**src/design/i2cee_pkg.sv**
```systemverilog
// Package for the I2C EEPROM byte access master: sequencer phase codes,
// request kinds, register indexes, state and result types, helper functions.
// No dependencies.
`timescale 1ns / 1ps

package i2cee_pkg;

    // Width of the per-phase tick down-counter
    localparam int DLY_W = 8;
    localparam int DMAX  = (1 << DLY_W) - 1;

    // Request kinds on the input channel
    localparam logic [1:0] KIND_TICK  = 2'd0;
    localparam logic [1:0] KIND_WRITE = 2'd1;
    localparam logic [1:0] KIND_READ  = 2'd2;

    // Configuration register indexes
    localparam logic REG_BYTE_TICKS  = 1'b0;
    localparam logic REG_FRAME_TICKS = 1'b1;

    localparam logic [7:0] BYTE_TICKS_RST  = 8'd10;
    localparam logic [7:0] FRAME_TICKS_RST = 8'd20;

    // Sequencer phases
    localparam logic [4:0] PH_IDLE      = 5'd0;
    localparam logic [4:0] PH_ST_A      = 5'd1;
    localparam logic [4:0] PH_ST_B      = 5'd2;
    localparam logic [4:0] PH_ST_C      = 5'd3;
    localparam logic [4:0] PH_ST_D      = 5'd4;
    localparam logic [4:0] PH_BIT_SET   = 5'd5;
    localparam logic [4:0] PH_BIT_HIGH  = 5'd6;
    localparam logic [4:0] PH_BIT_LOW   = 5'd7;
    localparam logic [4:0] PH_ACK_REL   = 5'd8;
    localparam logic [4:0] PH_ACK_HIGH  = 5'd9;
    localparam logic [4:0] PH_ACK_LOW   = 5'd10;
    localparam logic [4:0] PH_ACK_DRIVE = 5'd11;
    localparam logic [4:0] PH_RD_HIGH   = 5'd12;
    localparam logic [4:0] PH_RD_HOLD   = 5'd13;
    localparam logic [4:0] PH_RD_LOW    = 5'd14;
    localparam logic [4:0] PH_NK_DRIVE  = 5'd15;
    localparam logic [4:0] PH_NK_SDA    = 5'd16;
    localparam logic [4:0] PH_NK_HIGH   = 5'd17;
    localparam logic [4:0] PH_NK_LOW    = 5'd18;
    localparam logic [4:0] PH_SP_HIGH   = 5'd19;
    localparam logic [4:0] PH_SP_SDA    = 5'd20;

    // Byte slots of a transaction
    localparam logic [2:0] BYTE_DEV   = 3'd0;
    localparam logic [2:0] BYTE_AHI   = 3'd1;
    localparam logic [2:0] BYTE_ALO   = 3'd2;
    localparam logic [2:0] BYTE_DATA  = 3'd3;
    localparam logic [2:0] BYTE_RDDEV = 3'd4;

    typedef struct packed {
        logic       is_read;
        logic [6:0] dev_addr;
        logic [7:0] addr_high;
        logic [7:0] addr_low;
        logic [7:0] write_value;
        logic [6:0] rd_dev_addr;
    } t_req;

    typedef struct packed {
        logic [4:0]       phase;
        logic [3:0]       bit_cnt;
        logic [2:0]       byte_idx;
        logic [7:0]       shreg;
        logic [DLY_W-1:0] dly;
        logic [7:0]       rx;
        t_req             req;
        logic             scl;
        logic             sda;
        logic             rel;
    } t_state;

    typedef struct packed {
        logic done;
        logic rejected;
    } t_flags;

    // Phase length from a register: zero lasts one tick, clamp to the counter
    function automatic logic [DLY_W-1:0] load_ticks(input logic [7:0] r);
        logic [15:0] v;
        v = {8'd0, r};
        if (v == 16'd0) v = 16'd1;
        if (v > DMAX) v = 16'(DMAX);
        return v[DLY_W-1:0];
    endfunction

    function automatic logic [7:0] byte_value(input t_req q, input logic [2:0] idx);
        logic [7:0] b;
        unique case (idx)
            BYTE_DEV:  b = {q.dev_addr, 1'b0};
            BYTE_AHI:  b = q.addr_high;
            BYTE_ALO:  b = q.addr_low;
            BYTE_DATA: b = q.write_value;
            default:   b = {q.rd_dev_addr, 1'b1};
        endcase
        return b;
    endfunction

endpackage

```
**src/design/i2cee_step.sv**
```systemverilog
// Next-state logic of the I2C pin sequencer: one item (tick or request)
// applied to the current state. Combinational only; uses i2cee_pkg.
`timescale 1ns / 1ps

module i2cee_step (
    input  i2cee_pkg::t_state i_state,
    input  i2cee_pkg::t_req   i_req,
    input  logic [1:0]        i_kind,
    input  logic              i_sda,
    input  logic [7:0]        i_byte_ticks,
    input  logic [7:0]        i_frame_ticks,
    output i2cee_pkg::t_state o_state,
    output i2cee_pkg::t_flags o_flags
);
    import i2cee_pkg::*;

    always_comb begin
        t_state           s;
        logic [4:0]       p;
        logic             do_enter;
        logic             frame;
        logic             was_stop;
        logic             busy;
        logic [DLY_W-1:0] d;

        s        = i_state;
        p        = s.phase;
        do_enter = 1'b0;
        frame    = 1'b1;
        was_stop = 1'b0;
        d        = s.dly;
        busy     = (s.phase != PH_IDLE);
        o_flags  = '0;

        if (i_kind == KIND_WRITE || i_kind == KIND_READ) begin
            if (busy) begin
                o_flags.rejected = 1'b1;
            end else begin
                s.req      = i_req;
                s.byte_idx = BYTE_DEV;
                s.bit_cnt  = 4'd0;
                s.shreg    = 8'd0;
                p          = PH_ST_A;
                do_enter   = 1'b1;
            end
        end else if (busy) begin
            if (s.dly != '0) d = s.dly - DLY_W'(1);
            s.dly = d;
            if (d == '0) begin
                was_stop = (s.phase == PH_SP_SDA);
                unique case (s.phase)
                    PH_ST_A, PH_ST_B, PH_ST_C, PH_BIT_SET, PH_BIT_HIGH,
                    PH_ACK_REL, PH_ACK_HIGH, PH_ACK_LOW, PH_RD_HIGH, PH_RD_HOLD,
                    PH_NK_DRIVE, PH_NK_SDA, PH_NK_HIGH, PH_SP_HIGH: begin
                        p = s.phase + 5'd1;
                    end
                    PH_ST_D: begin
                        s.shreg   = byte_value(s.req, s.byte_idx);
                        s.bit_cnt = 4'd0;
                        p         = PH_BIT_SET;
                    end
                    PH_BIT_LOW: begin
                        s.bit_cnt = s.bit_cnt + 4'd1;
                        p = (s.bit_cnt < 4'd8) ? PH_BIT_SET : PH_ACK_REL;
                    end
                    PH_ACK_DRIVE: begin
                        unique case (s.byte_idx)
                            BYTE_DEV, BYTE_AHI: begin
                                s.byte_idx = s.byte_idx + 3'd1;
                                s.shreg    = byte_value(s.req, s.byte_idx);
                                s.bit_cnt  = 4'd0;
                                p          = PH_BIT_SET;
                            end
                            BYTE_ALO: begin
                                if (s.req.is_read) begin
                                    s.byte_idx = BYTE_RDDEV;
                                    p          = PH_ST_A;
                                end else begin
                                    s.byte_idx = BYTE_DATA;
                                    s.shreg    = byte_value(s.req, BYTE_DATA);
                                    s.bit_cnt  = 4'd0;
                                    p          = PH_BIT_SET;
                                end
                            end
                            BYTE_RDDEV: begin
                                s.bit_cnt = 4'd0;
                                s.shreg   = 8'd0;
                                p         = PH_RD_HIGH;
                            end
                            default: p = PH_SP_HIGH;
                        endcase
                    end
                    PH_RD_LOW: p = (s.bit_cnt < 4'd8) ? PH_RD_HIGH : PH_NK_DRIVE;
                    PH_NK_LOW: p = PH_SP_HIGH;
                    default:   p = PH_IDLE;
                endcase
                if (p == PH_IDLE) begin
                    s.dly         = '0;
                    o_flags.done  = was_stop;
                end else begin
                    do_enter = 1'b1;
                end
            end
        end

        s.phase = p;

        // Pin actions on entry to a phase, then reload the phase timer
        if (do_enter) begin
            unique case (p)
                PH_ST_A:     begin s.rel = 1'b0; s.sda = 1'b1; end
                PH_ST_B:     s.scl = 1'b1;
                PH_ST_C:     s.sda = 1'b0;
                PH_ST_D:     s.scl = 1'b0;
                PH_BIT_SET:  begin s.sda = s.shreg[~s.bit_cnt[2:0]]; frame = 1'b0; end
                PH_BIT_HIGH: begin s.scl = 1'b1; frame = 1'b0; end
                PH_BIT_LOW:  begin s.scl = 1'b0; frame = 1'b0; end
                PH_ACK_REL: begin
                    if (s.byte_idx == BYTE_DEV || s.byte_idx == BYTE_DATA ||
                        s.byte_idx == BYTE_RDDEV) s.sda = 1'b0;
                    s.rel = 1'b1;
                    frame = 1'b0;
                end
                PH_ACK_HIGH:  begin s.scl = 1'b1; frame = 1'b0; end
                PH_ACK_LOW:   begin s.scl = 1'b0; frame = 1'b0; end
                PH_ACK_DRIVE: begin s.rel = 1'b0; frame = 1'b0; end
                PH_RD_HIGH:   begin s.rel = 1'b1; s.scl = 1'b1; end
                PH_RD_HOLD: begin
                    s.shreg   = {s.shreg[6:0], i_sda};
                    s.bit_cnt = s.bit_cnt + 4'd1;
                    if (s.bit_cnt >= 4'd8) s.rx = s.shreg;
                end
                PH_RD_LOW:   s.scl = 1'b0;
                PH_NK_DRIVE: s.rel = 1'b0;
                PH_NK_SDA:   s.sda = 1'b1;
                PH_NK_HIGH:  s.scl = 1'b1;
                PH_NK_LOW:   s.scl = 1'b0;
                PH_SP_HIGH:  begin s.sda = 1'b0; s.rel = 1'b0; s.scl = 1'b1; end
                PH_SP_SDA:   s.sda = 1'b1;
                default:     ;
            endcase
            s.dly = load_ticks(frame ? i_frame_ticks : i_byte_ticks);
        end

        o_state = s;
    end

endmodule

```
**src/design/i2c_eeprom_byte_access_master.sv**
```systemverilog
// Top level of the I2C EEPROM byte access master: input register, sequencer
// state, configuration registers and result register. Uses i2cee_pkg, i2cee_step.
`timescale 1ns / 1ps
//
//  channel   direction  handshake                 payload
//  --------  ---------  ------------------------  ------------------------------------
//  in        sink       i_in_valid / o_in_ready   kind, request operands, sda_in
//  out       source     o_out_valid / i_out_ready scl, sda, release, busy, done,
//                                                 read_byte, rejected
//  cfg       sink       i_cfg_we (no wait)        i_cfg_idx, i_cfg_data
//
//  Each beat passes from acceptance into the input register, then through
//  the sequencer step into the result register.
//  One beat is accepted every cycle while the result side keeps taking beats.
//  Reset (i_rst_n low, synchronous) empties both registers, returns the
//  sequencer to idle with SCL and SDA high and driven, and loads the phase
//  lengths 10 and 20. A stall on the out channel holds the result register,
//  and then the input register, while the input side can still fill the
//  input register once.

module i2c_eeprom_byte_access_master (
    input  logic       i_clk,
    input  logic       i_rst_n,
    // configuration
    input  logic       i_cfg_we,
    input  logic       i_cfg_idx,
    input  logic [7:0] i_cfg_data,
    // input beats
    input  logic       i_in_valid,
    output logic       o_in_ready,
    input  logic [1:0] i_kind,
    input  logic [6:0] i_dev_addr,
    input  logic [7:0] i_addr_high,
    input  logic [7:0] i_addr_low,
    input  logic [7:0] i_write_value,
    input  logic [6:0] i_rd_dev_addr,
    input  logic       i_sda_in,
    // result beats
    output logic       o_out_valid,
    input  logic       i_out_ready,
    output logic       o_scl_level,
    output logic       o_sda_level,
    output logic       o_sda_released,
    output logic       o_busy_res,
    output logic       o_done_res,
    output logic [7:0] o_read_byte,
    output logic       o_rejected
);
    import i2cee_pkg::*;

    // configuration registers
    logic [7:0] r_byte_ticks;
    logic [7:0] r_frame_ticks;

    // input register
    logic       r_in_vld;
    logic [1:0] r_kind;
    t_req       r_req;
    logic       r_sda;

    // sequencer state and its next value
    t_state     r_state;
    t_state     n_state;
    t_flags     n_flags;

    // result register
    logic       r_out_vld;

    logic       adv;

    // Process the held beat when the result register is free or draining
    assign adv        = r_in_vld && (!r_out_vld || i_out_ready);
    assign o_in_ready = !r_in_vld || adv;

    always_ff @(posedge i_clk) begin
        if (!i_rst_n) begin
            r_byte_ticks  <= BYTE_TICKS_RST;
            r_frame_ticks <= FRAME_TICKS_RST;
        end else if (i_cfg_we) begin
            unique case (i_cfg_idx)
                REG_BYTE_TICKS:  r_byte_ticks  <= i_cfg_data;
                REG_FRAME_TICKS: r_frame_ticks <= i_cfg_data;
                default:         ;
            endcase
        end
    end

    // Input register: capture a beat whenever the slot is free or moving on
    always_ff @(posedge i_clk) begin
        if (!i_rst_n) begin
            r_in_vld <= 1'b0;
        end else if (o_in_ready) begin
            r_in_vld <= i_in_valid;
        end
    end

    always_ff @(posedge i_clk) begin
        if (i_in_valid && o_in_ready) begin
            r_kind                 <= i_kind;
            r_req.is_read          <= (i_kind == KIND_READ);
            r_req.dev_addr         <= i_dev_addr;
            r_req.addr_high        <= i_addr_high;
            r_req.addr_low         <= i_addr_low;
            r_req.write_value      <= i_write_value;
            r_req.rd_dev_addr      <= i_rd_dev_addr;
            r_sda                  <= i_sda_in;
        end
    end

    i2cee_step u_step (
        .i_state       (r_state),
        .i_req         (r_req),
        .i_kind        (r_kind),
        .i_sda         (r_sda),
        .i_byte_ticks  (r_byte_ticks),
        .i_frame_ticks (r_frame_ticks),
        .o_state       (n_state),
        .o_flags       (n_flags)
    );

    // Sequencer state: advance once per processed beat
    always_ff @(posedge i_clk) begin
        if (!i_rst_n) begin
            r_state <= '{phase: PH_IDLE, scl: 1'b1, sda: 1'b1, rel: 1'b0, default: '0};
        end else if (adv) begin
            r_state <= n_state;
        end
    end

    // Result register
    always_ff @(posedge i_clk) begin
        if (!i_rst_n) begin
            r_out_vld <= 1'b0;
        end else if (adv) begin
            r_out_vld <= 1'b1;
        end else if (i_out_ready) begin
            r_out_vld <= 1'b0;
        end
    end

    always_ff @(posedge i_clk) begin
        if (adv) begin
            o_scl_level    <= n_state.scl;
            o_sda_level    <= n_state.sda;
            o_sda_released <= n_state.rel;
            o_busy_res     <= (n_state.phase != PH_IDLE);
            o_done_res     <= n_flags.done;
            o_read_byte    <= n_state.rx;
            o_rejected     <= n_flags.rejected;
        end
    end

    assign o_out_valid = r_out_vld;

    // A running phase always has time left; idle holds a cleared timer
    a_dly_busy: assert property (@(posedge i_clk) disable iff (!i_rst_n)
        (r_state.phase != PH_IDLE) |-> (r_state.dly != '0))
        else $error("phase timer empty while busy");

    a_dly_idle: assert property (@(posedge i_clk) disable iff (!i_rst_n)
        (r_state.phase == PH_IDLE) |-> (r_state.dly == '0))
        else $error("phase timer running while idle");

    // Bus is left with SCL high and SDA driven between transactions
    a_idle_bus: assert property (@(posedge i_clk) disable iff (!i_rst_n)
        (r_state.phase == PH_IDLE) |-> (r_state.scl && !r_state.rel))
        else $error("bus not parked while idle");

    a_done_idle: assert property (@(posedge i_clk) disable iff (!i_rst_n)
        (o_out_valid && o_done_res) |-> (!o_busy_res && !o_rejected))
        else $error("done reported with busy or rejected");

    a_rej_busy: assert property (@(posedge i_clk) disable iff (!i_rst_n)
        (o_out_valid && o_rejected) |-> o_busy_res)
        else $error("rejection while not busy");

endmodule
```
**config.mk**
```make
export PLATFORM = sky130hd
export DESIGN_NAME = i2c_eeprom_byte_access_master
export DESIGN_NICKNAME = d
export VERILOG_FILES = /design/src/design/i2cee_pkg.sv /design/src/design/i2cee_step.sv /design/src/design/i2c_eeprom_byte_access_master.sv
export SDC_FILE = /design/constraint.sdc
export NUM_CORES = 1
export LEC_CHECK = 0
export BUFFER_PORTS_ARGS = -buffer_cell sky130_fd_sc_hd__buf_4
export CORE_MARGIN = 8
export CORE_UTILIZATION = 50
export CTS_CLUSTER_DIAMETER = 80
export DETAILED_ROUTE_END_ITERATION = 6
export PLACE_DENSITY_LB_ADDON = 0.1
export SLEW_MARGIN = 20
export SYNTH_ARGS = -nofsm -noshare
export SYNTH_HDL_FRONTEND = slang
export SYNTH_SLANG_ARGS = --single-unit
```
**constraint.sdc**
```tcl
create_clock -name i_clk -period 3.1 [get_ports i_clk]
set_input_delay 0.31 -clock i_clk [delete_from_list [all_inputs] [get_ports i_clk]]
set_output_delay 0.31 -clock i_clk [all_outputs]
set_load 0.01 [all_outputs]
```
=== Word level (Yosys, flattened, before mapping) ===
Index checks and enable logic that the tools add are counted.

* Add/subtract/negate cells: 5
* $lt $le $gt $ge: 5
* Equal/unequal tests: 53
* Muxes and demuxes: 59
* Bitwise logic cells: 5
* Reductions and logical operators: 35

{| class="wikitable"
|+ Operator list
! operator !! count
|-
| $mux W8 || 12
|-
| $eq A5 B4 Y1 const B || 16
|-
| $pmux W8 S4 || 2
|-
| $eq A5 B5 Y1 const B || 10
|-
| $mux W23 || 2
|-
| $eq A5 B3 Y1 const B || 8
|-
| $mux W5 || 7
|-
| $mux W15 || 2
|-
| $pmux W5 S6 || 1
|-
| $mux W24 || 1
|-
| $pmux W8 S3 || 1
|-
| $eq A5 B2 Y1 const B || 4
|-
| $gt A16 B8 Y1 const B || 1
|-
| $logic_not A8 Y1 || 2
|-
| $mux W16 || 1
|-
| $mux W4 || 4
|-
| $pmux W8 S2 || 1
|-
| $eq A3 B2 Y1 const B || 5
|-
| $pmux W5 S3 || 1
|-
| $reduce_or A14 Y1 || 1
|-
| $mux W1 || 12
|-
| $mux W3 || 4
|-
| $pmux W4 S3 || 1
|-
| $eq A5 B1 Y1 const B || 2
|-
| 36 further kinds || 61
|}

* Bits in registers: 152
* Output and inout bits: 16
* Logic and storage cells: 196

=== Longest topological paths before layout ===
Gate-level depths: netlist (run 1).

* Word-level depth: 22
* Depth in mapped cells: 15
* Mapped depth without buffers: 13

=== By module ===
Synthesis (run 1) repeated with hierarchy kept, for this count alone.

* Cell total of the unflattened synthesis: 1049
* Area, all modules: 8817.2 um^2

{| class="wikitable"
|+ Modules (own cells, without submodules)
! module !! times used !! cells each !! area each (um^2) !! seq. area each (um^2)
|-
| i2c_eeprom_byte_access_master || 1 || 481 || 5480.3 || 3603.5
|-
| i2cee_step || 1 || 568 || 3337.0 || 0.0
|}

=== Worst setup path before layout (run 1) ===
OpenSTA, ideal clock, no wires.

* Path kind: reg2reg
* Start point: register r_state[50] in the netlist's numbering
* End point: register r_state[45] in the netlist's numbering
* Arrival time: 3.338 ns
* Required time: 2.984 ns
* Slack: -0.354 ns
* Stages on the path, launching flop included: 16
* Period minus slack after synthesis: 3.454 ns
* Path through: dfxtp_1 > inv_1 > ha_1 > buf_2 > and3b_1 > a2111oi_4 > o211a_4 > a31oi_2 > or2_1 > buf_6 > and4_1 > nor4_4 > and2_1 > buf_6 > mux2i_1 > nor2b_1

* Word-level cells in the longest chain between the ends: 13
* Elaborated cells between the ends (all ways): 21
* Those cells by class: add/sub: 2; order compare: 1; eq/ne: 1; mux: 15; reduce/logical: 2

{| class="wikitable"
|+ Ends and longest elaborated chain
! element !! RTL line !! text
|-
| start: declaration || i2c_eeprom_byte_access_master.sv:62 || <nowiki>t_state r_state;</nowiki>
|-
| start signal: assignment || i2c_eeprom_byte_access_master.sv:126 || <nowiki>r_state <= n_state;</nowiki>
|-
| $sub A8 B1 Y8 or $reduce_bool A8 Y1 (tied branches) || i2cee_step.sv:47 || <nowiki>if (s.dly != '0) d = s.dly - DLY_W'(1);</nowiki>
|-
| $mux W8 (*) || i2cee_step.sv:47 ||
|-
| $mux W8 (*) || i2cee_step.sv:46 || <nowiki>end else if (busy) begin</nowiki>
|-
| $mux W8 (*) || i2cee_step.sv:35 || <nowiki>if (i_kind == KIND_WRITE || i_kind == KIND_READ) begin</nowiki>
|-
| $logic_not A8 Y1 (*) || i2cee_step.sv:49 || <nowiki>if (d == '0) begin</nowiki>
|-
| $mux W23 || i2cee_step.sv:49 ||
|-
| $mux W23 || i2cee_step.sv:46 ||
|-
| $mux W15 || i2cee_step.sv:35 ||
|-
| $add A4 B1 Y4 || i2cee_step.sv:130 || <nowiki>s.bit_cnt = s.bit_cnt + 4'd1;</nowiki>
|-
| $ge A4 B4 Y1 || i2cee_step.sv:131 || <nowiki>if (s.bit_cnt >= 4'd8) s.rx = s.shreg;</nowiki>
|-
| $mux W8 || i2cee_step.sv:131 ||
|-
| $mux W8 || i2cee_step.sv:110 || <nowiki>unique case (p)</nowiki>
|-
| $mux W24 (*) || i2cee_step.sv:109 || <nowiki>if (do_enter) begin</nowiki>
|}

Mark *: on every way between the ends. The rest lies on a longest branch, timed or not. The select of a mux whose other input is x is not followed.
A chain may end at the register's enable or synchronous reset.

==> reports/results.ini, run 1 <==
[outcome]
status = complete, but fails checks
violations = negative setup slack

[die]
initial_core_util_pct = 50.3
die_x_um = 144
dieHeight_um = 144
core_area_um2 = 16300
ios = 71
die_area_um2 = 20800
rows = 47

[clock_network]
cts_hold_buf = 0
cts.clk_slew.worst_paths_ns = 0.07
clk_latency_ns = 0.43
cts_max_level = 4
cts_made_buffers = 17
cts-root-buf = clkbuf_16
clk_path_buf_depth = 2
tritoncts = built
clock-sinks = 152

[yosys]
synthAdderAreaFrac_pct = 2.13
ys_ff_latch = 152
synth_top_family_by_area = compound AO/OA/AOI/OAI gates
syn_area_per_cell_um2 = 9.20
yosysSeqAreaShare_pct = 43.8
yosys_warnings = 0
synth_xor_area_share_pct = 0.638
yosys.area.top_type = dfxtp_1
synth_ff_type = dfxtp_1
synth_area_leaders = dfxtp_1, edfxtp_1, nand2_1
synth_cell_types = 90
synth_area_um2 = 8230
synthArstFlopShare_pct = 0
synth_edf_count = 56
yosys.area_share.simple_pct = 20.0
synthCells = 895
yosys.area.top_type_share_pct = 23.4
synth_compound_area_share_pct = 25.1
synthMuxAreaShare_pct = 4.06
synth_nets = 964

[grt]
grt_max_degree = 72
grt_use_total_pct = 23.5
grt_pass1_wl_um = 38600
grt_pass1_vias = 7569
grt_overflow = 0
antenna_found_initial = 0

[drt]
routedWlPerCell_um = 18.0
via_per_inst = 5.82
drc_errors = 0
final_antenna_net_count = 0
first_pass_iters = 5
drtIter0Drc = 597
drt_wl_total_um = 23700
dr_total_vias = 7688

[critical_path]
reg2reg_to = o_read_byte[0]
worst_ep_required_time_ns = 3.28
worstPathBufferInverterCount = 3
path_class = flip-flop to flip-flop
worst_setup_path_start_kind = flip-flop
r2r_cells = 12
reg2reg_from = r_state[50]
worstPathArrival_ns = 3.42
rrSetupSlack_ns = -0.14
crit_family = simple AND/OR/NAND/NOR gates
end_kind = flip-flop
path_cells = inv_2 -> ha_4 -> or4b_4 -> o22ai_4 -> buf_4 -> o211a_4 -> and2_1 -> a22o_1 -> nand2_4 -> nor4_4 -> buf_6 -> mux2_4
cp_max_fo = 8
cpMaxStageDelayCell = or4b_4
slowest_delay_ns = 0.49

[place]
post_dp_cell_area_um2 = 10000
place_hpwl_um = 17200
dpl.cell_count = 1273
post-place-ws_ns = -0.294
gp_congestion = 0.915
port-buffer-count = 70

[finish]
fillers = 1294
final_core_util_pct = 67.9
layout.cells.non_filler = 1321
area_growth_pct = 34.9
final_cell_area_um2 = 11100
fin_nets = 1157
drive_above_1_share_pct = 33.2
seq_area_um2 = 3610
diodes = 0
multi_input_area_um2 = 4660

[timing]
grt_setup_unrepaired = true
period_share_pct = 105
finalHoldViolCount = 0
fin_crit_ns = 3.24
setup_tns_ns = -2.16
drv_slew = 0
worst_slack_ns = -0.142
timing.fmax_mhz = 308
whs_ns = 0.0516
slew_headroom_pct = 32.8
tightest_slew_ns = 1.01
setup_viol_count_final = 27
fin_skew_ns = 0.0109

[hold_path]
holdPathEnd = r_req[17]
min_path_cells = 1
worstHoldStart = i_addr_low[2]
worstHoldPathType = input port to flip-flop

[power_and_ir_drop]
cellPowerDensity_nw_per_um2 = 522
p_total_mw = 5.80
clkPwrFrac_pct = 38.4
intPower_mw = 4.13
switching_share_pct = 28.7
seq_power_share_pct = 38.3
combPwrFrac_pct = 23.3
p_sw_mw = 1.66
p_leak_nw = 4.27
vdd_drop_max_v = 0.000399

[job]
max_cap_violations = 0

what timing repair did:
item | in CTS | in global routing
gates cloned | 1 | 0
setup buffers | 10 | 5
pin swaps | 21 | 19
endpoints found under the setup margin | 41 | 43
gates resized for setup | 45 | 62
cell usage in the layout, fill, tap and decap left out, types with 8 or more instances in the layout:
| cell type | Yosys | final |
|---|---|---|
| a21boi_0 | 51 | 51 |
| dfxtp_1 | 96 | 92 |
| buf_4 | 1 | 212 |
| clkbuf_16 | 0 | 17 |
| a221oi_1 | 11 | 8 |
| nor2_1 | 30 | 26 |
| inv_1 | 23 | 19 |
| a22o_1 | 14 | 14 |
| nand2b_1 | 8 | 8 |
| mux2i_1 | 21 | 15 |
| a22oi_1 | 11 | 8 |
| ha_1 | 14 | 9 |
| nand3_1 | 18 | 17 |
| edfxtp_1 | 56 | 56 |
| nand2_1 | 185 | 182 |
| nor3_1 | 16 | 14 |
| mux2_4 | 0 | 8 |
| buf_6 | 4 | 13 |
| o21ai_1 | 2 | 27 |
| o21ai_0 | 62 | 35 |
| nor2b_1 | 17 | 16 |
| and2_1 | 17 | 15 |
| o221ai_1 | 8 | 8 |
| a21oi_1 | 23 | 17 |
power by group through the flow:
stage	registers [mW]	clock network (mW)	logic, mW
6_report	2.22	2.23	1.35
4_1_cts	2.22	2.25	1.25
5_1_grt	2.23	2.35	1.44
3_5_place_dp	2.26	0	1.14
2_1_floorplan	2.25	0	0.629
3_3_place_gp	2.26	0	1.12
cell type report:
class | count | share of cell area (%)
clock buffers | 19 | 3.99
clock inverters | 13 | 1.64
inverters | 25 | 0.867
multi-input cells | 662 | 42.0
flip-flops and latches | 152 | 32.5
well taps | 220 | 2.48
repair buffers | 230 | 16.5
how the worst max path moves through the flow:
stage | cells after the start | start | slack (ns) | end
after floorplan | 15 | r_state[51] | -0.27 | r_state[44]
after global routing | 12 | r_state[51] | -0.25 | o_read_byte[1]
after global placement | 12 | r_state[73] | -0.19 | r_state[1]
after detailed placement | 12 | r_state[73] | -0.29 | r_state[1]
after CTS | 11 | r_state[50] | -0.1 | o_read_byte[0]
final | 12 | r_state[50] | -0.14 | o_read_byte[0]
metal layers:
layer  vias to the layer above  global-route usage [%]  share of wire [%]  wire [um]
met3                        45                    3.93                5.0       1180
met1                      3708                    30.6                 45      10800
li1                       3670                       -                  -          -
met5                         -                       0                  0          0
met4                         0                    9.04                2.0        469
met2                       265                    38.3                 48      11300
cell families after synthesis:
family,count (synthesis)
fa+ha+maj,14
compound gates,276
flops,152
simple gates,334
buf+inv,82
xor+xnor,6
mux,31
flip-flops by register name (all words and copies together) (netlist names):
signal	flops
o_sda_level	1
o_done_res	1
r_frame_ticks	8
o_rejected	1
o_sda_released	1
r_kind	2
r_sda	1
r_in_vld	1
o_read_byte	8
o_out_valid	1
r_req	39
r_state	78
o_scl_level	1
r_byte_ticks	8
o_busy_res	1
Yosys cell counts, types with 11 or more instances:
master	number
edfxtp_1	56
mux2i_1	21
nor2_1	30
nand3_1	18
a21oi_1	23
nor3_1	16
a22o_1	14
nand2_1	185
a221oi_1	11
clkbuf_1	42
dfxtp_1	96
nor2b_1	17
and2_1	17
a21boi_0	51
o21ai_0	62
a22oi_1	11
inv_1	23
ha_1	14
Power figures use the tool's default switching activity.
==> inputs of run 2 (changes only) <==
Settings changed: PLACE_DENSITY from default to 0.8, PLACE_DENSITY_LB_ADDON 0.1 to default.
==> reports/results.ini, run 2 (same netlist as run 1, synthesis figures left out) <==
[clock_network]
clk_latency_ns = 0.43  ; about the same
clock-sinks = 152  ; unchanged
clk_path_buf_depth = 2  ; unchanged
tritoncts = built  ; unchanged
cts-root-buf = clkbuf_16  ; unchanged
cts_made_buffers = 17  ; unchanged
cts.clk_slew.worst_paths_ns = 0.06  ; was 0.07 ns
cts_max_level = 4  ; unchanged

[drt]
dr_total_vias = 7928  ; was 7688
drc_errors = 0  ; unchanged
via_per_inst = 5.89  ; was 5.82
routedWlPerCell_um = 18.0  ; about the same
first_pass_iters = 6  ; was 5
drt_wl_total_um = 24300  ; was 23700 um
final_antenna_net_count = 0  ; unchanged
drtIter0Drc = 882  ; was 597

[critical_path]
worstPathArrival_ns = 3.55  ; was 3.42 ns
worstPathBufferInverterCount = 2  ; was 3
end_kind = flip-flop  ; unchanged
worst_ep_required_time_ns = 3.28  ; about the same
path_cells = inv_2 -> ha_4 -> or4b_4 -> o22ai_4 -> o211a_4 -> a21oi_1 -> a22o_1 -> and4_4 -> nor4_4 -> buf_4 -> mux2_4  ; was inv_2 -> ha_4 -> or4b_4 -> o22ai_4 -> buf_4 -> o211a_4 -> and2_1 -> a22o_1 -> nand2_4 -> nor4_4 -> buf_6 -> mux2_4
cpMaxStageDelayCell = or4b_4  ; unchanged
slowest_delay_ns = 0.49  ; about the same
cp_max_fo = 7  ; was 8
crit_family = simple AND/OR/NAND/NOR gates  ; unchanged
rrSetupSlack_ns = -0.27  ; was -0.14 ns
path_class = flip-flop to flip-flop  ; unchanged
worst_setup_path_start_kind = flip-flop  ; unchanged

[job]
max_cap_violations = 0  ; unchanged

[power_and_ir_drop]
p_leak_nw = 4.40  ; was 4.27 nW
p_total_mw = 5.55  ; was 5.80 mW
vdd_drop_max_v = 0.000381  ; was 0.000399 V
cellPowerDensity_nw_per_um2 = 490  ; was 522 nW/um^2

[die]
dieHeight_um = 144  ; unchanged
die_x_um = 144  ; unchanged
core_area_um2 = 16300  ; unchanged
ios = 71  ; unchanged
rows = 47  ; unchanged
die_area_um2 = 20800  ; unchanged
initial_core_util_pct = 50.3  ; unchanged

[grt]
grt_pass1_wl_um = 38200  ; was 38600 um
grt_overflow = 0  ; unchanged
grt_max_degree = 98  ; was 72
grt_use_total_pct = 23.2  ; was 23.5%
grt_pass1_vias = 7734  ; was 7569
antenna_found_initial = 0  ; unchanged

[finish]
final_common_cell = buf_4  ; unchanged
regMostFlops = r_state  ; unchanged
drive_above_1_share_pct = 35.9  ; was 33.2%
final_cell_area_um2 = 11300  ; was 11100 um^2
final_core_util_pct = 69.3  ; was 67.9%
final_cell_mix = buf_4, nand2_1, dfxtp_1  ; unchanged
largest_reg_flops = 78  ; unchanged
fin_nets = 1183  ; was 1157
reg_top3 = r_state x78, r_req x39  ; unchanged
diodes = 0  ; unchanged
area_growth_pct = 37.7  ; was 34.9%
layout.cells.non_filler = 1347  ; was 1321

[timing]
tightest_slew_ns = 0.991  ; was 1.01 ns
fin_crit_ns = 3.37  ; was 3.24 ns
grt_setup_unrepaired = true  ; unchanged
fin_skew_ns = 0.00790  ; was 0.0109 ns
drv_slew = 0  ; unchanged
whs_ns = 0.0482  ; was 0.0516 ns
period_share_pct = 109  ; was 105%
worst_slack_ns = -0.267  ; was -0.142 ns
finalHoldViolCount = 0  ; unchanged
slew_headroom_pct = 33.9  ; was 32.8%
setup_viol_count_final = 33  ; was 27
setup_tns_ns = -4.66  ; was -2.16 ns
timing.fmax_mhz = 297  ; was 308 MHz

[place]
post-place-ws_ns = -0.257  ; was -0.294 ns
dpl.cell_count = 1285  ; was 1273
gp_congestion = 0.973  ; was 0.915
post_dp_cell_area_um2 = 10100  ; was 10000 um^2
port-buffer-count = 70  ; unchanged
place_hpwl_um = 16200  ; was 17200 um

[outcome]
status = complete, but fails checks  ; unchanged
violations = negative setup slack  ; unchanged

[hold_path]
worstHoldPathType = input port to flip-flop  ; unchanged

-- run 2: path summary, 6_finish.rpt --
check,depth (start not counted),startpoint,to
min reg2reg,2,r_byte_ticks[0],r_byte_ticks[0]
min,1,i_write_value[6],r_req[13]
max reg2reg,11,r_state[50],o_read_byte[2]
max,11,r_state[50],o_read_byte[2]
-- run 2: power by group --
group / switching, mW / internal (mW)
Clock: 0.900 / 1.04
Sequential: 0.0604 / 2.16
Combinational: 0.721 / 0.669
Total: 1.68 / 3.87
-- run 2: layer usage --
metal,vias to the layer above,part of all wire (%),global-route usage [%]
li1,3725,-,-
met1,3799,42,29.3
met2,349,49,38.3
met3,55,6.2,4.42
met4,0,2.6,9.15
met5,-,0,0
-- run 2: what timing repair did --
item                       in CTS  in global routing
gates resized for setup        43                 79
setup buffers                  10                 21
gates cloned                    1                  1
hold buffers                    0                  0
setup endpoints to repair      42                 43
pin swaps                      19                 37
-- run 2: cell type report --
cell class                      instances  area [um^2]
Fill cell                            1176         5010
Multi-Input combinational cell        662         4780
Sequential cell                       152         3610
Timing Repair Buffer                  256         2020
Clock buffer                           18          429
Tap cell                              220          275
Clock inverter                         14          115
Inverter                               25         96.3
